## src/rtl/smi_pkg.sv

```systemverilog
// shared constants, types and codes for the binary stl mesh indexer
`default_nettype none
package smi_pkg;

  localparam int VTX_CAP = 256;
  localparam int VTX_AW  = $clog2(VTX_CAP);
  localparam int VTX_CW  = $clog2(VTX_CAP + 1);
  localparam int WORD_W  = 96;
  localparam int POS_W   = 7;
  localparam int FACES_W = 32;

  localparam int HEADER_BYTES = 80;
  localparam int COUNT_BYTES  = 4;
  localparam int FACE_BYTES   = 50;

  // byte offsets within a face where a result may be due or the attribute begins, and section ends
  localparam logic [POS_W-1:0] POS_NORMAL = POS_W'(11);
  localparam logic [POS_W-1:0] POS_VTX0   = POS_W'(23);
  localparam logic [POS_W-1:0] POS_VTX1   = POS_W'(35);
  localparam logic [POS_W-1:0] POS_VTX2   = POS_W'(47);
  localparam logic [POS_W-1:0] POS_ATTR   = POS_W'(48);
  localparam logic [POS_W-1:0] POS_LAST   = POS_W'(FACE_BYTES - 1);
  localparam logic [POS_W-1:0] POS_HDR_END = POS_W'(HEADER_BYTES - 1);
  localparam logic [POS_W-1:0] POS_CNT_END = POS_W'(COUNT_BYTES - 1);

  typedef enum logic [1:0] {
    KIND_NORMAL  = 2'd0,
    KIND_VERTEX  = 2'd1,
    KIND_DROPPED = 2'd2,
    KIND_DONE    = 2'd3
  } kind_t;

  typedef enum logic [3:0] {
    PH_HEADER = 4'b0001,
    PH_COUNT  = 4'b0010,
    PH_FACES  = 4'b0100,
    PH_DONE   = 4'b1000
  } phase_t;

  typedef enum logic [1:0] {
    SR_IDLE = 2'b01,
    SR_SCAN = 2'b10
  } srch_state_t;

  typedef struct packed {
    logic  emit;
    kind_t kind;
  } direct_t;

  typedef struct packed {
    logic start;
    logic clear;
  } srch_req_t;

  typedef struct packed {
    logic              done;
    kind_t             kind;
    logic [VTX_AW-1:0] index;
    logic              is_new;
    logic [VTX_CW-1:0] count;
  } srch_res_t;

endpackage
`default_nettype wire

```

## src/rtl/smi_parse.sv

```systemverilog
// byte parser: header skip, face count, face layout and vertex assembly
`default_nettype none
module smi_parse (
  input  wire logic                           clk,
  input  wire logic                           rst,
  input  wire logic                           xfer,
  input  wire logic [7:0]                     data_byte,
  input  wire logic                           start_of_file,
  output      logic                           may_emit,
  output      smi_pkg::direct_t               direct,
  output      smi_pkg::srch_req_t             req,
  output      logic [smi_pkg::WORD_W-1:0]     word_next
);

  smi_pkg::phase_t                   phase, phase_next;
  logic [smi_pkg::POS_W-1:0]         pos, pos_next;
  logic [smi_pkg::FACES_W-1:0]       faces, faces_next;
  logic [smi_pkg::WORD_W-1:0]        word;

  smi_pkg::phase_t                   eph;
  logic [smi_pkg::POS_W-1:0]         epos;

  // conservative: a byte at one of these places may need the output slot
  assign may_emit = (phase == smi_pkg::PH_COUNT && pos == smi_pkg::POS_CNT_END) ||
                    (phase == smi_pkg::PH_FACES &&
                     (pos == smi_pkg::POS_NORMAL || pos == smi_pkg::POS_VTX0 ||
                      pos == smi_pkg::POS_VTX1 || pos == smi_pkg::POS_VTX2 ||
                      pos == smi_pkg::POS_LAST));

  always_comb begin
    eph        = start_of_file ? smi_pkg::PH_HEADER : phase;
    epos       = start_of_file ? '0 : pos;
    phase_next = eph;
    pos_next   = epos;
    faces_next = start_of_file ? '0 : faces;
    word_next  = word;
    direct     = '{emit: 1'b0, kind: smi_pkg::KIND_NORMAL};
    req        = '{start: 1'b0, clear: start_of_file};
    unique case (eph)
      smi_pkg::PH_HEADER: begin
        if (epos == smi_pkg::POS_HDR_END) begin
          pos_next   = '0;
          phase_next = smi_pkg::PH_COUNT;
          faces_next = '0;
        end else begin
          pos_next = epos + 1'b1;
        end
      end
      smi_pkg::PH_COUNT: begin
        // little-endian: bytes shift in from the top
        faces_next = {data_byte, faces[smi_pkg::FACES_W-1:8]};
        if (epos == smi_pkg::POS_CNT_END) begin
          pos_next = '0;
          if (faces_next == '0) begin
            phase_next  = smi_pkg::PH_DONE;
            direct.emit = 1'b1;
            direct.kind = smi_pkg::KIND_DONE;
          end else begin
            phase_next = smi_pkg::PH_FACES;
          end
        end else begin
          pos_next = epos + 1'b1;
        end
      end
      smi_pkg::PH_FACES: begin
        // twelve bytes of a triple shift in, so x lands in the low word
        if (epos < smi_pkg::POS_ATTR) begin
          word_next = {data_byte, word[smi_pkg::WORD_W-1:8]};
        end
        if (epos == smi_pkg::POS_NORMAL) begin
          direct.emit = 1'b1;
          direct.kind = smi_pkg::KIND_NORMAL;
        end
        if (epos == smi_pkg::POS_VTX0 || epos == smi_pkg::POS_VTX1 ||
            epos == smi_pkg::POS_VTX2) begin
          req.start = 1'b1;
        end
        if (epos == smi_pkg::POS_LAST) begin
          pos_next   = '0;
          faces_next = faces - 1'b1;
          if (faces == smi_pkg::FACES_W'(1)) begin
            phase_next  = smi_pkg::PH_DONE;
            direct.emit = 1'b1;
            direct.kind = smi_pkg::KIND_DONE;
          end
        end else begin
          pos_next = epos + 1'b1;
        end
      end
      smi_pkg::PH_DONE: begin
        phase_next = smi_pkg::PH_DONE;
      end
      default: begin
        phase_next = smi_pkg::PH_HEADER;
      end
    endcase
  end

  always_ff @(posedge clk) begin
    if (rst) begin
      phase <= smi_pkg::PH_HEADER;
      pos   <= '0;
      faces <= '0;
    end else if (xfer) begin
      phase <= phase_next;
      pos   <= pos_next;
      faces <= faces_next;
    end
  end

  always_ff @(posedge clk) begin
    if (xfer) begin
      word <= word_next;
    end
  end

endmodule
`default_nettype wire

```

## config.mk

```make
export PLATFORM = sky130hd
export DESIGN_NAME = smi_parse
export DESIGN_NICKNAME = d
export VERILOG_FILES = /design/src/rtl/smi_pkg.sv /design/src/rtl/smi_parse.sv
export SDC_FILE = /design/constraint.sdc
export NUM_CORES = 1
export LEC_CHECK = 0
export ABC_AREA = 1
export BUFFER_PORTS_ARGS = -buffer_cell sky130_fd_sc_hd__buf_2
export CAP_MARGIN = 20
export CORE_UTILIZATION = 55
export CTS_CLUSTER_DIAMETER = 200
export DETAILED_ROUTE_END_ITERATION = 8
export HOLD_SLACK_MARGIN = 0.03
export PLACE_DENSITY_LB_ADDON = 0.1
export SKIP_CTS_REPAIR_TIMING = 1
export SLEW_MARGIN = 20
export SYNTH_ARGS = -nofsm -noshare
export SYNTH_HDL_FRONTEND = slang
export SYNTH_SLANG_ARGS = --single-unit
```

## constraint.sdc

```tcl
create_clock -name clk -period 3.4 [get_ports clk]
set_input_delay 0.68 -clock clk [delete_from_list [all_inputs] [get_ports clk]]
set_output_delay 0.68 -clock clk [all_outputs]
set_load 0.05 [all_outputs]
```

==> flow_summary.yaml, run 1 <==
placed_design:
  hpwlAfterDp_um: 14380
  place_inst: 1287
  place_congestion: 0.9435
  port_buffers: 113
  place_ws_ns: 0.2623
synth:
  synth_top_area_cell: "edfxtp_1"
  synth_top_flop_cell: "edfxtp_1"
  syn_area_um2: 7815
  synth_fp_nets: 1044
  synth_edf_count: 96
  yosysTopAreaCellShare_pct: 36.89
  yosys-top-cells-area: "edfxtp_1 37%, nand2_1 12%, dfxtp_1 11%"
  ys_seq_area_share_pct: 47.90
  avgSynthCellArea_um2: 7.602
  synthCells: 1028
  ys_warn_count: 0
  synth_cell_type_count: 42
  async_flop_share_pct: 0
  synth-seq-cells: 139
cells_and_area:
  fin_util_pct: 65.44
  insertedDiodeCount: 0
  nets: 1142
  multi_input_area_um2: 3422
  final_cell_mix: "242 x nand2_1, 154 x nor2_1, 116 x inv_1"
  syn_to_final_growth_pct: 16.23
  fillCellCount: 1210
  regArea_um2: 3744
  drive_gt1_share_pct: 16.18
  instances_no_fill: 1317
  final_common_cell: "nand2_1"
routing:
  viasPerCell: 5.433
  wire_per_inst_um: 15.46
  dr_total_vias: 7155
  drcViolationCount: 0
  firstDrtPassIters: 5
  dr.first_iter.drc_count: 660
  wirelength_um: 20370
  ant_nets: 0
floorplan:
  die_w_um: 121.2
  start_util_pct: 56.30
  num_rows: 43
  die_y_um: 121.2
  core-area_um2: 13880
  ios: 114
  die-area_um2: 14690
critical_path:
  critPathKind: "reg2out"
  worstSetupEndpointType: "primary output"
  path_cells: "nor2_1 > nand2_1 > nor2_1 > nand2_1 > nor2_1 > nand3_1 > nand2_1 > a31o_2 > buf_2"
  r2r_setup_slack_ns: 0.91
  cp.required_ns: 2.72
  cp_slowest_cell: "dfxtp_1"
  arrival_ns: 2.42
  crit_fanout: 7
  max_stage_delay_ns: 0.38
  start_kind: "register"
grt:
  antenna_found_initial: 0
  grt_pass1_wl_um: 32260
  gr-total-overflow: 0
  track_usage_pct: 28.42
  grt_start_max_net_pins: 75
  grt_pass1_vias: 6428
timing:
  setup-tns-final_ns: 0
  fmax_ghz: 0.3222
  rsz0062_at_grt: "false"
  setup_ws_ns: 0.2959
  slew_viol_final: 0
  fin_skew_ns: 0.008753
  max_slew_margin_pct: 57.46
  fin_crit_ns: 3.104
  worst_pin_slew_ns: 0.6382
  post-route-period-util_pct: 91.30
  setup_viol: 0
  hold_viol: 0
  hold_ws_ns: 0.4793
pwr:
  ir_drop_uv: 367.3
  leakage_nw: 4.047
  power_density_nw_per_um2: 474.5
cts:
  cts_sinks: 139
  cts_root_buf: "clkbuf_16"
  cts_inserted_buffers: 17
  clockBufferDepth: 2
  cts_tree: "done"
  cts_max_level: 4
  clock_latency_ns: 0.42
  path_clk_slew_ns: 0.06
outcome:
  status: "finished, final reports clean"
hold_path:
  hp-class: "reg2reg"
job:
  cap_violations: 0
==> power by group <==
part           leakage [nW]  switching [mW]  internal [mW]  total [mW]
clock network         0.256           0.706          0.994        1.70
registers              1.29          0.0480           1.90        1.95
logic                  2.50           0.511          0.151       0.663
==> layout make-up <==
class / count / area share [%]
flip-flops and latches: 139 / 41.21
clock inverters: 11 / 1.088
repair buffers: 125 / 7.796
inverters: 120 / 4.986
multi-input cells: 723 / 37.67
clock buffers: 19 / 4.766
well taps: 180 / 2.479
==> metal layers <==
metal | track usage (%) | vias to the layer above | share of wire [%]
li1 | - | 3594 | -
met1 | 37.47 | 3284 | 45
met2 | 46.21 | 243 | 47
met3 | 5.169 | 34 | 6.0
met4 | 11.42 | 0 | 2.3
met5 | 0 | - | 0
==> cell families (layout without fill, tap and decap cells) <==
logic type / count (synthesis) / in the layout / share of synthesized area (%)
flip-flops: 139 / 139 / 47.90
XOR/XNOR: 8 / 8 / 0.8966
buffers and inverters: 166 / 275 / 8.501
adder cells (fa/ha/maj): 4 / 4 / 0.6404
AO/OA/AOI/OAI: 205 / 205 / 13.82
AND/OR/NAND/NOR: 498 / 498 / 27.09
multiplexers: 8 / 8 / 1.153
==> final timing paths <==
path         cells after the start                     end                    from
max reg2reg                     12  faces[14]$_SDFFE_PP0P_     pos[1]$_SDFFE_PP0P_
max                              9               direct[2]  faces[10]$_SDFFE_PP0P_
min reg2reg                      2   phase[0]$_SDFFE_PP1P_   phase[0]$_SDFFE_PP1P_
min                              2   phase[0]$_SDFFE_PP1P_   phase[0]$_SDFFE_PP1P_
==> worst max-delay path, delay by kind of cell, from the launching register on <==
kind            cells  cell delay [ns]
flops               1             0.38
buf+inv             1             0.25
compound gates      1             0.11
simple gates        7             1.26
==> flip-flops by register name, summed over array words and instances (netlist names) <==
signal / flops
faces: 32
phase: 4
pos: 7
word: 96
==> stage by stage <==
step                instance area, µm²  power, mW
finish                            9084      4.310
floorplan                         7815      2.456
detailed placement                8549      2.636
global route                      9084      4.466
CTS                               9081      4.325
global placement                  8549      2.629
==> synthesized netlist by cell type, types with 4 or more instances <==
master,number
nand2_1,242
nor2_1,155
inv_1,116
edfxtp_1,96
a21oi_1,92
o21ai_0,77
nand3_1,57
dfxtp_1,43
clkbuf_1,23
nand4_1,17
buf_2,13
o21ai_1,13
mux2_2,8
nor3_1,8
xor2_1,7
buf_1,5
nand2_2,5
buf_4,4
ha_1,4
nand3_2,4
o22ai_1,4
(Power assumes the default switching activity.)
==> run 2: changes to the inputs <==
Settings changed: CTS_BUF_LIST set to sky130_fd_sc_hd__clkbuf_2.
==> flow_summary.yaml, run 2 (same netlist as run 1, synthesis figures left out) <==
timing:
  rsz0062_at_grt: "true"
  hold_ws_ns: 0.3070
  slew_viol_final: 0
  worst_pin_slew_ns: 0.6517
  hold_viol: 0
  fin_crit_ns: 3.229
  setup_viol: 0
  max_slew_margin_pct: 56.55
  setup_ws_ns: 0.1705
  fin_skew_ns: 0.02072
  post-route-period-util_pct: 94.98
  fmax_ghz: 0.3097
cells_and_area:
  final_cell_mix: "241 x nand2_1, 149 x nor2_1, 116 x inv_1"
  fillCellCount: 1268
  nets: 1145
  drive_gt1_share_pct: 17.81
  regMostFlops: "word"
  largest_register_ffs: 96
  instances_no_fill: 1320
  top_regs: "word (96), faces (32), pos (7)"
  insertedDiodeCount: 0
  syn_to_final_growth_pct: 13.83
  fin_util_pct: 64.09
  final_common_cell: "nand2_1"
hold_path:
  whs_path_depth: 5
  hold_path_startpoint: "data_byte[7]"
  hp-class: "in2reg"
routing:
  dr.first_iter.drc_count: 655
  ant_nets: 0
  wirelength_um: 20070
  firstDrtPassIters: 5
  viasPerCell: 5.405
  dr_total_vias: 7134
  wire_per_inst_um: 15.20
  drcViolationCount: 0
critical_path:
  crit_fanout: 32
  path_cells: "inv_1 > nand3_4 > nor2_8 > nand3_4 > buf_4 > o21ai_0 > buf_4"
  max_stage_delay_ns: 0.37
  cp_slowest_cell: "dfxtp_1"
  cp.required_ns: 2.72
  critPathKind: "reg2out"
  timing.rr.start: "pos[1]$_SDFFE_PP0P_"
  start_kind: "register"
  startpoint: "phase[1]$_SDFFE_PP0P_"
  reg2regPathDepth: 12
  worstSetupEndpointType: "primary output"
  arrival_ns: 2.55
floorplan:
  start_util_pct: 56.30
  ios: 114
  num_rows: 43
  die_w_um: 121.2
  die-area_um2: 14690
  die_y_um: 121.2
  core-area_um2: 13880
placed_design:
  hpwlAfterDp_um: 14380
  place_ws_ns: 0.2623
  place_congestion: 0.9435
  place_inst: 1287
  port_buffers: 113
cts:
  cts_sinks: 139
  path_clk_slew_ns: 0.20
  clock_latency_ns: 0.69
  cts_inserted_buffers: 17
  cts_max_level: 4
  clockBufferDepth: 2
  cts_root_buf: "clkbuf_2"
  cts_tree: "done"
pwr:
  leakage_nw: 3.950
  power_density_nw_per_um2: 392.2
  ir_drop_uv: 260.6
job:
  cap_violations: 0
grt:
  grt_pass1_wl_um: 31780
  grt_start_max_net_pins: 75
  track_usage_pct: 27.91
  antenna_found_initial: 0
  grt_pass1_vias: 6314
  gr-total-overflow: 0
outcome:
  status: "finished, final reports clean"
run 2: cell types whose count changed in the layout (fill, tap and decap cells not counted), sizes merged:
cell,change
buf,-21
clkbuf,+24
run 2: metrics by stage:
step                instance area, µm²  TNS (ns)  power (mW)
floorplan                         7815         0       2.456
global placement                  8549         0       2.629
detailed placement                8549         0       2.636
CTS                               8743   -0.2138       3.484
global route                      8896  -0.06955       3.652
finish                            8896         0       3.489
run 2: final cells by class:
type,instances,area (µm²),share of cell area [%]
well taps,180,225.2,2.532
clock inverters,11,98.84,1.111
multi-input cells,723,3463,38.93
flip-flops and latches,139,3750,42.15
repair buffers,128,810.8,9.114
inverters,120,452.9,5.091
clock buffers,19,95.09,1.069
run 2: worst max-delay path, delay by kind of cell (launching register included):
kind                   cells  cell delay, ns
DFF                        1            0.37
AOI/OAI and AO/OA          1            0.27
and+or+nand+nor            3            0.49
buffers and inverters      3            0.72
run 2: routing by layer:
| layer | track usage [%] | up-vias | share of wire, % |
|---|---|---|---|
| li1 | - | 3602 | - |
| met1 | 37.55 | 3249 | 45 |
| met2 | 45.04 | 250 | 47 |
| met3 | 5.545 | 33 | 6.5 |
| met4 | 9.336 | 0 | 2.1 |
| met5 | 0 | - | 0 |
run 2: final timing paths:
kind / endpoint / slack (ns)
hold / removal: faces[31]$_SDFFE_PP0P_ / 0.31
hold reg to reg: phase[1]$_SDFFE_PP0P_ / 0.50
setup / recovery: word_next[89] / 0.17
setup reg to reg: faces[14]$_SDFFE_PP0P_ / 1.02
run 2: power breakdown:
| group | switching (mW) | total [mW] | internal, mW |
|---|---|---|---|
| Sequential | 0.0476 | 1.95 | 1.90 |
| Combinational | 0.514 | 0.676 | 0.162 |
| Clock | 0.608 | 0.868 | 0.260 |
| Total | 1.17 | 3.49 | 2.32 |
